**config.mk**
```make
export PLATFORM = sky130hd
export DESIGN_NAME = stereo_level_meter_top
export DESIGN_NICKNAME = d
export VERILOG_FILES = /design/src/design/slm_pkg.sv /design/src/design/stereo_level_meter_top.sv /design/src/design/slm_front.sv /design/src/design/slm_fifo.sv /design/src/design/slm_root.sv /design/src/design/slm_back.sv
export SDC_FILE = /design/constraint.sdc
export NUM_CORES = 2
export LEC_CHECK = 0
export ABC_AREA = 0
export BUFFER_PORTS_ARGS = -buffer_cell sky130_fd_sc_hd__buf_2
export CAP_MARGIN = 25
export CORE_MARGIN = 1.5
export CORE_UTILIZATION = 45
export CTS_CLUSTER_DIAMETER = 120
export CTS_CLUSTER_SIZE = 25
export DETAILED_ROUTE_END_ITERATION = 8
export GPL_ROUTABILITY_DRIVEN = 0
export GPL_TIMING_DRIVEN = 0
export SLEW_MARGIN = 20
export SYNTH_ARGS = -nofsm -noshare
export SYNTH_HDL_FRONTEND = slang
export SYNTH_HIERARCHICAL = 1
export SYNTH_SLANG_ARGS = --single-unit
```
**constraint.sdc**
```tcl
create_clock -name clk -period 8.4 [get_ports clk]
set_input_delay 1.68 -clock clk [delete_from_list [all_inputs] [get_ports clk]]
set_output_delay 1.68 -clock clk [all_outputs]
set_load 0.05 [all_outputs]
```
**src/design/slm_pkg.sv**
```systemverilog
package slm_pkg;

  localparam int SAMPLE_BITS = 24;
  localparam int ENERGY_W    = 56;
  localparam int SQ_W        = 2 * SAMPLE_BITS;
  localparam int SUM_W       = SAMPLE_BITS + 4;
  localparam int RECIP_W     = 32;
  localparam int PROD_W      = SUM_W + RECIP_W;
  localparam logic [RECIP_W-1:0] RECIP_TEN = 32'hCCCC_CCCD;
  localparam int RECIP_SHIFT = 35;
  localparam int ROOT_W      = ENERGY_W / 2;
  localparam int SREM_W      = ROOT_W + 2;
  localparam int DIV_STEPS   = ENERGY_W;
  localparam int SQRT_STEPS  = ROOT_W;
  localparam int STEP_W      = 6;
  localparam int QDEPTH      = 4;
  localparam int QPTR_W      = 2;

  typedef struct packed {
    logic signed [SAMPLE_BITS-1:0] left_sample;
    logic signed [SAMPLE_BITS-1:0] right_sample;
    logic                          last_of_block;
  } slm_in_t;

  typedef struct packed {
    logic signed [SAMPLE_BITS-1:0] mono_out;
    logic                          meter_valid;
    logic [SAMPLE_BITS-1:0]        smoothed_peak;
    logic [SAMPLE_BITS-1:0]        smoothed_rms;
    logic                          block_overflow;
  } slm_out_t;

  typedef struct packed {
    logic signed [SAMPLE_BITS-1:0] mono;
    logic [SAMPLE_BITS-1:0]        mag;
    logic                          last;
  } slm_work_t;

  typedef struct packed {
    logic      push;
    slm_work_t data;
  } slm_qwr_t;

  typedef enum logic [1:0] {
    R_IDLE,
    R_DIV,
    R_SQRT,
    R_DONE
  } slm_root_state_t;

  typedef enum logic [3:0] {
    B_IDLE,
    B_SQ,
    B_ACC,
    B_ROOT,
    B_PSUM,
    B_PMUL,
    B_RSUM,
    B_RMUL,
    B_RLVL,
    B_EMIT
  } slm_back_state_t;

endpackage

```
**src/design/stereo_level_meter_top.sv**
```systemverilog
// Channel   Direction  Handshake           Payload
// in_       input      in_push / in_full    slm_in_t: left, right, last of block
// out_      output     out_empty / out_pop  slm_out_t: mono mix and meter levels
//
// The front registers the mono mix and magnitude and hands items to a
// four-entry queue, so it keeps accepting while the back end is busy.
// In the back end an item that does not close a block passes through squaring on the
// shared multiplier, accumulation and hand-over; a closing item passes through square and
// accumulate, the bit-serial divider (56 steps), root (28 steps) and its done state,
// the peak and RMS smoothing sums and multiplies, and the hand-over.
// Reset is synchronous and active low and clears all levels and accumulators.
// A result waits in the output register while further items are accepted.
module stereo_level_meter_top #(
  parameter int MAX_BLOCK = 512
) (
  input  logic              clk,
  input  logic              rst_n,
  input  logic              in_push,
  output logic              in_full,
  input  slm_pkg::slm_in_t  in_data,
  output logic              out_empty,
  input  logic              out_pop,
  output slm_pkg::slm_out_t out_data
);
  import slm_pkg::*;

  localparam int CNT_W = $clog2(MAX_BLOCK + 1);

  slm_qwr_t               q_wr;
  logic                   q_full;
  logic                   q_pop;
  logic                   q_empty;
  slm_work_t              q_data;
  logic                   root_start;
  logic [ENERGY_W-1:0]    root_energy;
  logic [CNT_W-1:0]       root_count;
  logic                   root_done;
  logic [SAMPLE_BITS-1:0] root_value;

  slm_front u_front (
    .clk     (clk),
    .rst_n   (rst_n),
    .in_push (in_push),
    .in_full (in_full),
    .in_data (in_data),
    .q_full  (q_full),
    .q_wr    (q_wr)
  );

  slm_fifo u_fifo (
    .clk     (clk),
    .rst_n   (rst_n),
    .q_wr    (q_wr),
    .q_full  (q_full),
    .q_pop   (q_pop),
    .q_empty (q_empty),
    .q_data  (q_data)
  );

  slm_root #(
    .CNT_W (CNT_W)
  ) u_root (
    .clk      (clk),
    .rst_n    (rst_n),
    .start    (root_start),
    .dividend (root_energy),
    .divisor  (root_count),
    .done     (root_done),
    .root     (root_value)
  );

  slm_back #(
    .MAX_BLOCK (MAX_BLOCK),
    .CNT_W     (CNT_W)
  ) u_back (
    .clk         (clk),
    .rst_n       (rst_n),
    .q_empty     (q_empty),
    .q_data      (q_data),
    .q_pop       (q_pop),
    .root_start  (root_start),
    .root_energy (root_energy),
    .root_count  (root_count),
    .root_done   (root_done),
    .root_value  (root_value),
    .out_empty   (out_empty),
    .out_pop     (out_pop),
    .out_data    (out_data)
  );

endmodule

```
**src/design/slm_front.sv**
```systemverilog
module slm_front (
  input  logic            clk,
  input  logic            rst_n,
  input  logic            in_push,
  output logic            in_full,
  input  slm_pkg::slm_in_t in_data,
  input  logic            q_full,
  output slm_pkg::slm_qwr_t q_wr
);
  import slm_pkg::*;

  logic                   valid_r, valid_nxt;
  slm_work_t              work_r;
  logic [SAMPLE_BITS:0]   sum;
  logic [SAMPLE_BITS-1:0] mono;
  logic                   accept;

  assign sum    = {in_data.left_sample[SAMPLE_BITS-1], in_data.left_sample}
                + {in_data.right_sample[SAMPLE_BITS-1], in_data.right_sample};
  assign mono   = sum[SAMPLE_BITS:1];
  assign in_full = valid_r && q_full;
  assign accept = in_push && !in_full;

  assign q_wr.push = valid_r && !q_full;
  assign q_wr.data = work_r;

  always_comb begin
    valid_nxt = valid_r;
    if (accept) begin
      valid_nxt = 1'b1;
    end else if (q_wr.push) begin
      valid_nxt = 1'b0;
    end
  end

  always_ff @(posedge clk) begin
    if (!rst_n) begin
      valid_r <= 1'b0;
    end else begin
      valid_r <= valid_nxt;
    end
  end

  always_ff @(posedge clk) begin
    if (accept) begin
      work_r.mono <= mono;
      work_r.mag  <= mono[SAMPLE_BITS-1] ? (~mono + 1'b1) : mono;
      work_r.last <= in_data.last_of_block;
    end
  end

endmodule

```
**src/design/slm_fifo.sv**
```systemverilog
module slm_fifo (
  input  logic               clk,
  input  logic               rst_n,
  input  slm_pkg::slm_qwr_t  q_wr,
  output logic               q_full,
  input  logic               q_pop,
  output logic               q_empty,
  output slm_pkg::slm_work_t q_data
);
  import slm_pkg::*;

  localparam int CQ_W = QPTR_W + 1;

  slm_work_t        mem_r [QDEPTH];
  logic [QPTR_W-1:0] wr_ptr_r, wr_ptr_nxt;
  logic [QPTR_W-1:0] rd_ptr_r, rd_ptr_nxt;
  logic [CQ_W-1:0]   count_r, count_nxt;
  logic              do_push, do_pop;

  assign q_full  = (count_r == CQ_W'(QDEPTH));
  assign q_empty = (count_r == '0);
  assign do_push = q_wr.push && !q_full;
  assign do_pop  = q_pop && !q_empty;
  assign q_data  = mem_r[rd_ptr_r];

  always_comb begin
    wr_ptr_nxt = do_push ? wr_ptr_r + 1'b1 : wr_ptr_r;
    rd_ptr_nxt = do_pop ? rd_ptr_r + 1'b1 : rd_ptr_r;
    count_nxt  = count_r;
    if (do_push && !do_pop) begin
      count_nxt = count_r + 1'b1;
    end else if (do_pop && !do_push) begin
      count_nxt = count_r - 1'b1;
    end
  end

  always_ff @(posedge clk) begin
    if (!rst_n) begin
      wr_ptr_r <= '0;
      rd_ptr_r <= '0;
      count_r  <= '0;
    end else begin
      wr_ptr_r <= wr_ptr_nxt;
      rd_ptr_r <= rd_ptr_nxt;
      count_r  <= count_nxt;
    end
  end

  always_ff @(posedge clk) begin
    if (do_push) begin
      mem_r[wr_ptr_r] <= q_wr.data;
    end
  end

`ifndef SYNTHESIS
  a_count_bound: assert property (@(posedge clk) disable iff (!rst_n)
    count_r <= CQ_W'(QDEPTH))
    else $error("Queue holds more items than it has entries.");
`endif

endmodule

```
**src/design/slm_root.sv**
```systemverilog
module slm_root #(
  parameter int CNT_W = 10
) (
  input  logic                            clk,
  input  logic                            rst_n,
  input  logic                            start,
  input  logic [slm_pkg::ENERGY_W-1:0]    dividend,
  input  logic [CNT_W-1:0]                divisor,
  output logic                            done,
  output logic [slm_pkg::SAMPLE_BITS-1:0] root
);
  import slm_pkg::*;

  slm_root_state_t   state_r, state_nxt;
  logic [CNT_W-1:0]    rem_r, rem_nxt;
  logic [CNT_W-1:0]    div_r, div_nxt;
  logic [ENERGY_W-1:0] quo_r, quo_nxt;
  logic [SREM_W-1:0]   srem_r, srem_nxt;
  logic [ROOT_W-1:0]   root_r, root_nxt;
  logic [STEP_W-1:0]   step_r, step_nxt;
  logic [CNT_W:0]      div_trial, div_diff;
  logic [SREM_W+1:0]   sq_trial, sq_test, sq_diff;

  assign div_trial = {rem_r, quo_r[ENERGY_W-1]};
  assign div_diff  = div_trial - {1'b0, div_r};
  assign sq_trial  = {srem_r, quo_r[ENERGY_W-1 -: 2]};
  assign sq_test   = {2'b00, root_r, 2'b01};
  assign sq_diff   = sq_trial - sq_test;
  assign root      = root_r[SAMPLE_BITS-1:0];

  always_comb begin
    state_nxt = state_r;
    rem_nxt   = rem_r;
    div_nxt   = div_r;
    quo_nxt   = quo_r;
    srem_nxt  = srem_r;
    root_nxt  = root_r;
    step_nxt  = step_r;
    done      = 1'b0;
    unique case (state_r)
      R_IDLE: begin
        if (start) begin
          rem_nxt   = '0;
          div_nxt   = divisor;
          quo_nxt   = dividend;
          step_nxt  = '0;
          state_nxt = R_DIV;
        end
      end
      R_DIV: begin
        if (div_trial >= {1'b0, div_r}) begin
          rem_nxt = div_diff[CNT_W-1:0];
          quo_nxt = {quo_r[ENERGY_W-2:0], 1'b1};
        end else begin
          rem_nxt = div_trial[CNT_W-1:0];
          quo_nxt = {quo_r[ENERGY_W-2:0], 1'b0};
        end
        if (step_r == STEP_W'(DIV_STEPS - 1)) begin
          step_nxt  = '0;
          srem_nxt  = '0;
          root_nxt  = '0;
          state_nxt = R_SQRT;
        end else begin
          step_nxt = step_r + 1'b1;
        end
      end
      R_SQRT: begin
        if (sq_trial >= sq_test) begin
          srem_nxt = sq_diff[SREM_W-1:0];
          root_nxt = {root_r[ROOT_W-2:0], 1'b1};
        end else begin
          srem_nxt = sq_trial[SREM_W-1:0];
          root_nxt = {root_r[ROOT_W-2:0], 1'b0};
        end
        quo_nxt = {quo_r[ENERGY_W-3:0], 2'b00};
        if (step_r == STEP_W'(SQRT_STEPS - 1)) begin
          state_nxt = R_DONE;
        end else begin
          step_nxt = step_r + 1'b1;
        end
      end
      R_DONE: begin
        done      = 1'b1;
        state_nxt = R_IDLE;
      end
      default: begin
        state_nxt = R_IDLE;
      end
    endcase
  end

  always_ff @(posedge clk) begin
    if (!rst_n) begin
      state_r <= R_IDLE;
      step_r  <= '0;
    end else begin
      state_r <= state_nxt;
      step_r  <= step_nxt;
    end
  end

  always_ff @(posedge clk) begin
    rem_r  <= rem_nxt;
    div_r  <= div_nxt;
    quo_r  <= quo_nxt;
    srem_r <= srem_nxt;
    root_r <= root_nxt;
  end

`ifndef SYNTHESIS
  a_div_nonzero: assert property (@(posedge clk) disable iff (!rst_n)
    state_r == R_DIV |-> div_r != '0)
    else $error("Block closed with a zero sample count.");
`endif

endmodule

```
**src/design/slm_back.sv**
```systemverilog
module slm_back #(
  parameter int MAX_BLOCK = 512,
  parameter int CNT_W     = 10
) (
  input  logic                            clk,
  input  logic                            rst_n,
  input  logic                            q_empty,
  input  slm_pkg::slm_work_t              q_data,
  output logic                            q_pop,
  output logic                            root_start,
  output logic [slm_pkg::ENERGY_W-1:0]    root_energy,
  output logic [CNT_W-1:0]                root_count,
  input  logic                            root_done,
  input  logic [slm_pkg::SAMPLE_BITS-1:0] root_value,
  output logic                            out_empty,
  input  logic                            out_pop,
  output slm_pkg::slm_out_t               out_data
);
  import slm_pkg::*;

  slm_back_state_t        state_r, state_nxt;
  slm_work_t              cur_r;
  slm_out_t               out_r, out_nxt;
  logic                   out_valid_r, out_valid_nxt;
  logic [SAMPLE_BITS-1:0] peak_r, peak_nxt;
  logic [ENERGY_W-1:0]    energy_r, energy_nxt;
  logic [CNT_W-1:0]       cnt_r, cnt_nxt;
  logic                   ovf_r, ovf_nxt;
  logic [SAMPLE_BITS-1:0] peak_lvl_r, peak_lvl_nxt;
  logic [SAMPLE_BITS-1:0] rms_lvl_r, rms_lvl_nxt;
  logic [SUM_W-1:0]       sum_r, sum_nxt;
  logic [PROD_W-1:0]      prod_r, prod_nxt;
  logic                   prod_en;
  logic [SUM_W-1:0]       mul_a;
  logic [RECIP_W-1:0]     mul_b;
  logic [ENERGY_W:0]      esum;
  logic                   slot_free;
  logic                   emit;

  function automatic logic [SUM_W-1:0] nine_plus(input logic [SAMPLE_BITS-1:0] held,
                                                 input logic [SAMPLE_BITS-1:0] fresh);
    logic [SUM_W-1:0] h;
    h = {4'd0, held};
    return (h << 3) + h + {4'd0, fresh};
  endfunction

  assign slot_free = !out_valid_r || out_pop;
  assign esum      = {1'b0, energy_r} + {{(ENERGY_W + 1 - SQ_W){1'b0}}, prod_r[SQ_W-1:0]};
  assign mul_a     = (state_r == B_SQ) ? {4'd0, cur_r.mag} : sum_r;
  assign mul_b     = (state_r == B_SQ) ? {{(RECIP_W - SAMPLE_BITS){1'b0}}, cur_r.mag}
                                       : RECIP_TEN;
  assign prod_nxt  = PROD_W'(mul_a) * PROD_W'(mul_b);
  assign prod_en   = (state_r == B_SQ) || (state_r == B_PMUL) || (state_r == B_RMUL);
  assign root_energy = energy_nxt;
  assign root_count  = cnt_nxt;
  assign out_empty   = !out_valid_r;
  assign out_data    = out_r;

  always_comb begin
    state_nxt    = state_r;
    out_nxt      = out_r;
    peak_nxt     = peak_r;
    energy_nxt   = energy_r;
    cnt_nxt      = cnt_r;
    ovf_nxt      = ovf_r;
    peak_lvl_nxt = peak_lvl_r;
    rms_lvl_nxt  = rms_lvl_r;
    sum_nxt      = sum_r;
    root_start   = 1'b0;
    emit         = 1'b0;
    q_pop        = 1'b0;
    unique case (state_r)
      B_IDLE: begin
        if (!q_empty) begin
          q_pop     = 1'b1;
          state_nxt = B_SQ;
        end
      end
      B_SQ: begin
        state_nxt = B_ACC;
      end
      B_ACC: begin
        if (cur_r.mag > peak_r) begin
          peak_nxt = cur_r.mag;
        end
        if (cnt_r == CNT_W'(MAX_BLOCK)) begin
          ovf_nxt = 1'b1;
        end else begin
          cnt_nxt    = cnt_r + 1'b1;
          energy_nxt = esum[ENERGY_W] ? '1 : esum[ENERGY_W-1:0];
        end
        if (cur_r.last) begin
          root_start = 1'b1;
          state_nxt  = B_ROOT;
        end else begin
          state_nxt = B_EMIT;
        end
      end
      B_ROOT: begin
        if (root_done) begin
          state_nxt = B_PSUM;
        end
      end
      B_PSUM: begin
        sum_nxt   = nine_plus(peak_lvl_r, peak_r);
        state_nxt = B_PMUL;
      end
      B_PMUL: begin
        state_nxt = B_RSUM;
      end
      B_RSUM: begin
        peak_lvl_nxt = prod_r[RECIP_SHIFT +: SAMPLE_BITS];
        sum_nxt      = nine_plus(rms_lvl_r, root_value);
        state_nxt    = B_RMUL;
      end
      B_RMUL: begin
        state_nxt = B_RLVL;
      end
      B_RLVL: begin
        rms_lvl_nxt = prod_r[RECIP_SHIFT +: SAMPLE_BITS];
        state_nxt   = B_EMIT;
      end
      B_EMIT: begin
        if (slot_free) begin
          emit                   = 1'b1;
          out_nxt.mono_out       = cur_r.mono;
          out_nxt.meter_valid    = cur_r.last;
          out_nxt.smoothed_peak  = peak_lvl_r;
          out_nxt.smoothed_rms   = rms_lvl_r;
          out_nxt.block_overflow = ovf_r;
          if (cur_r.last) begin
            peak_nxt   = '0;
            energy_nxt = '0;
            cnt_nxt    = '0;
            ovf_nxt    = 1'b0;
          end
          if (!q_empty) begin
            q_pop     = 1'b1;
            state_nxt = B_SQ;
          end else begin
            state_nxt = B_IDLE;
          end
        end
      end
      default: begin
        state_nxt = B_IDLE;
      end
    endcase
    out_valid_nxt = emit ? 1'b1 : (out_pop ? 1'b0 : out_valid_r);
  end

  always_ff @(posedge clk) begin
    if (!rst_n) begin
      state_r     <= B_IDLE;
      out_valid_r <= 1'b0;
      peak_r      <= '0;
      energy_r    <= '0;
      cnt_r       <= '0;
      ovf_r       <= 1'b0;
      peak_lvl_r  <= '0;
      rms_lvl_r   <= '0;
    end else begin
      state_r     <= state_nxt;
      out_valid_r <= out_valid_nxt;
      peak_r      <= peak_nxt;
      energy_r    <= energy_nxt;
      cnt_r       <= cnt_nxt;
      ovf_r       <= ovf_nxt;
      peak_lvl_r  <= peak_lvl_nxt;
      rms_lvl_r   <= rms_lvl_nxt;
    end
  end

  always_ff @(posedge clk) begin
    out_r <= out_nxt;
    sum_r <= sum_nxt;
    if (q_pop) begin
      cur_r <= q_data;
    end
    if (prod_en) begin
      prod_r <= prod_nxt;
    end
  end

`ifndef SYNTHESIS
  a_cnt_bound: assert property (@(posedge clk) disable iff (!rst_n)
    cnt_r <= CNT_W'(MAX_BLOCK))
    else $error("Sample count ran past the block limit.");

  a_block_clear: assert property (@(posedge clk) disable iff (!rst_n)
    (emit && cur_r.last) |=> (cnt_r == '0 && energy_r == '0 && peak_r == '0 && !ovf_r))
    else $error("Accumulators not cleared after a closing item.");

  a_root_wait: assert property (@(posedge clk) disable iff (!rst_n)
    root_done |-> state_r == B_ROOT)
    else $error("Root result arrived while the back end was not waiting.");
`endif

endmodule
```
After elaboration in Yosys (flattened, before gate mapping):

Memory sizes are Yosys's and may differ from the RTL's. A register that Yosys moved wholly into a read port is not among the register bits.
Cells that the tools add are included.

* bits in registers: 504
* word-level logic and storage cells: 177
* memory bits (writable): 196
* memories kept: 1
* input bits: 53
* output and inout bits: 76

Memories
* u_fifo.mem_r: words 4, width 49, rd ports 1, clocked after memory_dff 1, wr ports 1, line slm_fifo.sv:14 `slm_work_t mem_r [QDEPTH];`

* add/subtract/negate cells: 15
* magnitude comparators: 3
* reductions and logical operators: 37
* multipliers: 1
* bitwise logic cells: 1
* equality and inequality tests: 26
* mux-type cells: 63

Operators with widths (count)
* 56-bit 2-to-1 mux: 5
* 56-bit case mux with 3 select lines: 1
* 28-bit case mux with 2 select lines: 2
* 56-bit case mux with 2 select lines: 1
* 24-bit 2-to-1 mux: 3
* 30-bit 2-to-1 mux: 2
* 30-bit case mux with 2 select lines: 1
* 28-bit by 32-bit multiplier with 59-bit output: 1
* 56-bit by 48-bit adder with 57-bit output: 1
* 27-bit by 24-bit adder with 28-bit output: 2
* 28-bit by 24-bit adder with 28-bit output: 2
* 28-bit 2-to-1 mux: 2
* 10-bit 2-to-1 mux: 5
* 24-bit case mux with 2 select lines: 1
* 10-bit case mux with 2 select lines: 2
* 4-bit case mux with 10 select lines: 1
* 32-bit by 30-bit >= comparator with 1-bit output: 1
* 32-bit 2-to-1 mux: 1
* 30-bit subtractor: 1
* 24-bit by 24-bit adder with 25-bit output: 1
* 24-bit by 1-bit adder with 24-bit output, second input constant: 1
* 24-bit greater-than comparator: 1
* 24-bit NOT: 1
* 23-bit 2-to-1 mux: 1
* other kinds (38): 106

Longest topological paths before layout:

* depth in word-level cells: 8
* mapped depth: 36
* mapped depth without buffers: 32

Modules after synthesis:

Netlist, hierarchy kept.

By module, submodules not included
* slm_back: sequential area each 9188.8 µm², cells each 4756, times used 1, area an instance 44451.4 µm²
* slm_root: sequential area each 4184.0 µm², cells each 854, times used 1, area an instance 8604.5 µm²
* slm_fifo: sequential area each 6065.8 µm², cells each 304, times used 1, area an instance 7564.8 µm²
* slm_front: sequential area each 1461.4 µm², cells each 317, times used 1, area an instance 3321.9 µm²

Least setup slack after synthesis:

OpenSTA, ideal clock, no wires.

* path type: register to register
* start point: reg u_back.state_r[0]
* end point: reg u_back.prod_r[58] (data pin)
* cell stages (with the launch flop): 32
* slack: 0.268 ns
* setup time: 0.260 ns
* arrival: 7.872 ns
* period minus slack after synthesis: 8.132 ns
* required time: 8.140 ns
* path buffers: 2
* path through: dfxtp_1 > nor2b_1 > nand2_1 > clkbuf_1 > nand2_1 > inv_1 > a21oi_1 > inv_1 > fa_1 > fa_1 > inv_1 > fa_1 > fa_1 > fa_1 > inv_1 > fa_1 > inv_1 > fa_1 > inv_1 > ha_1 > clkbuf_1 > nand4_1 > nor4_1 > nand3_1 > a311oi_1 > o31ai_1 > o31ai_1 > nand2b_1 > a31oi_1 > a311o_1 > a21oi_1 > xnor2_1

* word-level cells in the longest chain between the ends: 3
* elaborated cells between the ends (all ways): 4
* classes of those cells: mul (1); eq/ne (1); mux (2)

RTL lines
* from (decl): line slm_back.sv:21 `slm_back_state_t state_r, state_nxt;`
* from (signal assigned): line slm_back.sv:163 `state_r <= state_nxt;`
* 4-bit by 1-bit equality test with 1-bit output (*): line slm_back.sv:49, slm_back.sv:50
* 28-bit 2-to-1 mux or 32-bit 2-to-1 mux (tied branches): line slm_back.sv:49, slm_back.sv:50
* 28-bit by 32-bit multiplier with 59-bit output (*): line slm_back.sv:52 `assign prod_nxt = PROD_W'(mul_a) * PROD_W'(mul_b);`
* named net u_back.prod_nxt[58]: line slm_back.sv:32 `logic [PROD_W-1:0] prod_r, prod_nxt;`
* to (signal assigned): line slm_back.sv:181 `prod_r <= prod_nxt;`
* to (decl): line slm_back.sv:32

Mark *: on every way through the listed nets, which the timed path passes. The rest lies on a longest branch.
A chain may end at the register's enable or synchronous reset.

Final worst setup path:

* start point: reg u_back.state_r[3]
* end point: reg u_back.prod_r[58] (data pin)

The elaborated chain is that of the path after synthesis.

==> key figures <==
Clock network
  – CTS tree: yes
  – H-tree Lvls: 2
  – CTS Root Cell: clkbuf_16
  – Clock transition at path regs: 110 ps
  – Maximum root-to-sink buffer count: 3
  – Clk Latency, worst-skew pair: 630 ps
  – Hold buffers post-CTS: 0
  – Total CTS buffers: 36
  – CTS Sinks: 750

Global route
  – Met1 Usage GRT: 35.9%
  – First-pass GRT wire length: 294,000 um
  – Total gr overflow: 0
  – Overall Global Routing Usage: 27.0%
  – Met3 usage: 5.83%
  – Most Used Layer, Global Route: met2
  – Vias in the first global route: 47,800
  – Grt met2 use: 42.9%
  – Largest net degree at the start of global routing: 40
  – Initial antenna violation count: 9

Synth
  – Leading area contributor after synthesis: edfxtp_1
  – Yosys cell types: 113
  – Syn avg cell area: 10.3 um^2
  – Top-count cell post-synth: inv_1
  – Share of the synthesized area in the top cell type: 27.6%
  – Post-Syn Area: 0.0639 mm^2
  – YS warnings: 6
  – Ys async rst share: 0%
  – Post-synth EDFFs: 588
  – Synth Instances: 6,231
  – Top cells by count, synth: inv_1, fa_1, nand2_1, edfxtp_1, nor2_1
  – Number of synthesized register bits: 750
  – Ranking of synthesized cells by area: edfxtp_1, fa_1, ha_1
  – Ys flop type: edfxtp_1
  – Sequential cell area fraction in the yosys report: 32.7%

Min path
  – Worst min-delay path class: reg -> reg
  – Worst hold stages: 0

STA
  – WHS: 427 ps
  – Final slew viol count: 0
  – Fmax: 0.119 GHz
  – Max_slew headroom: 28.8%
  – Final period util: 100%
  – Setup WS post-layout: -21.1 ps
  – # setup viols final: 1
  – Worst-Margin Slew: 1070 ps
  – Max Clock Skew: 24.6 ps
  – Hold violation total from the final report: 0
  – RSZ-0062 raised after global routing: yes
  – Fin crit period: 8420 ps

Route
  – Number of DRC markers in iteration 0: 4,826
  – Routed Antenna Nets: 0
  – Final WL: 199,000 um
  – Vias/cell: 5.58
  – Routed len/inst: 23.3 um
  – DR pass1 iterations: 8
  – DR vias: 47,700
  – DRC: 0

Finish
  – Multi-input gate area: 0.0395 mm^2
  – Post-layout nets: 7,847
  – Area Overhead vs Synth: 13.3%
  – FF+latch area: 0.0209 mm^2
  – Share of cells above drive strength 1: 14.5%
  – Fill count: 12,900
  – Final cell utilization of the core: 51.3%

Floorplanning
  – Area of the core: 0.141 mm^2
  – Ports: 129
  – Die H: 380 um
  – Chip Width: 380 um
  – Starting Density: 45.3%
  – Row Count: 138
  – Die Area: 0.144 mm^2

Setup path
  – Worst path max stage delay: 610 ps
  – R2R depth: 32
  – Crit path required time: 8770 ps
  – Crit-path max FO: 6
  – Slowest-stage cell, CP: o211ai_1
  – Startpoint Class: flip-flop
  – CP dominant cell by count: fa_1
  – Crit path DAT: 8800 ps
  – Setup crit end kind: flip-flop
  – WS Path Type: reg -> reg

Placed design
  – Number of port buffers: 128
  – DP HPWL: 156,000 um

Flow run
  – MaxCap Viol Count: 0

Status
  – Status: finished with violations
  – Failing checks: negative setup slack
[metal layers]
metal / vias up / share of wire, %
met5: - / 0.029
met4: 8 / 5.2
met3: 579 / 9.1
met2: 2135 / 45
met1: 23700 / 41
li1: 21300 / -
[through the flow]
| stage | std cells | TNS [ps] | worst slack, ps | instance area (um^2) |
|---|---|---|---|---|
| finish | 8549 | -21.1 | -21.1 | 72500 |
| detailed placement | 8312 | -80490 | -3130 | 67600 |
| floorplan | 6273 | 0 | 268 | 64100 |
| CTS | 8413 | -15.9 | -15.9 | 70300 |
| global route | 8545 | -312 | -119 | 72400 |
| global placement | 8291 | -541390 | -3820 | 67100 |
[cell families after synthesis]
kind of cell             Yosys count  synth area share [%]
XOR/XNOR                         224                  3.07
buffers and inverters           1314                  8.20
other                              2                0.0117
adder cells (fa/ha/maj)         1167                  31.2
AO/OA/AOI/OAI                   1036                  10.4
AND/OR/NAND/NOR                 1629                  11.8
flip-flops                       750                  32.7
multiplexers                     109                  2.69
[worst max-delay path, delay by kind of cell (launching register included)]
family,cells,cell delay (ps)
AOI/OAI and AO/OA,9,1980
xor gates and xnor gates,1,130
adders and majority gates,8,3930
buffers and inverters,9,1000
DFF,1,380
and+or+nand+nor,5,740
[repair_timing]
action                                  4_1_cts  5_1_grt
endpoints found under the hold margin         0        0
cloned                                        0        6
buffers inserted                             66      127
pin swaps                                    29      167
endpoints found under the setup margin       45       23
resized for setup                           339      328
[path summary, 6_finish.rpt]
kind	from	to	slack (ps)
worst max-delay path	u_back/state_r[3]	u_back/prod_r[58]	-20
worst min-delay path	u_back/cur_r[26]	u_back/out_data[51]	430
worst max register to register	u_back/state_r[3]	u_back/prod_r[58]	-20
worst min register to register	u_back/cur_r[26]	u_back/out_data[51]	430
[registers in the layout (all words and copies together) (netlist names), 24 cells and up, named ones only]
name,count
u_back/cur_r,49
u_root/quo_r,56
u_back/sum_r,28
u_back/energy_r,56
u_back/rms_lvl_r,24
u_front/q_wr,48
u_fifo/mem_r,196
u_back/peak_lvl_r,24
u_back/out_data,74
u_back/prod_r,59
u_root/srem_r,30
u_back/peak_r,24
u_root/root_r,28
[cells in the final DEF (no fill, tap or decap), types with 23 or more instances in the layout]
cell | Yosys | layout
clkbuf_1 | 193 | 119
nand3_1 | 59 | 55
nor3_1 | 46 | 43
and3_1 | 58 | 39
nor2b_1 | 38 | 35
xnor2_1 | 129 | 126
buf_2 | 14 | 144
buf_6 | 11 | 34
mux2i_1 | 57 | 57
and2_1 | 178 | 161
fa_2 | 0 | 26
nor2_4 | 0 | 32
fa_1 | 711 | 685
nor2_1 | 464 | 416
a22oi_1 | 58 | 57
a21oi_2 | 20 | 33
a31oi_1 | 44 | 43
nand2_1 | 593 | 571
o21ai_0 | 168 | 156
a21o_1 | 108 | 106
dfxtp_1 | 162 | 158
edfxtp_1 | 588 | 588
or2_2 | 37 | 30
mux4_2 | 47 | 47
clkbuf_16 | 0 | 45
o21a_1 | 36 | 36
buf_12 | 2 | 32
o21bai_1 | 36 | 34
buf_4 | 30 | 199
xor2_1 | 95 | 95
nand2b_1 | 36 | 24
a21oi_1 | 392 | 372
conb_1 | 2 | 44
a211oi_1 | 26 | 23
nand4_1 | 48 | 48
inv_1 | 1036 | 1009
ha_1 | 456 | 431
[area by class of cell]
type | instances | area share (%)
multi-input cells | 4210 | 54.5
flip-flops and latches | 750 | 28.9
inverters | 1046 | 5.56
repair buffers | 348 | 3.99
well taps | 1890 | 3.26
plain buffers | 235 | 2.35
clock buffers | 62 | 1.41
clock inverters | 4 | 0.0932
diodes | 4 | 0.0138
Power is left out: the tool's default activity adds up to more than one toggle a clock period on the data nets, which glitch-free logic cannot reach.
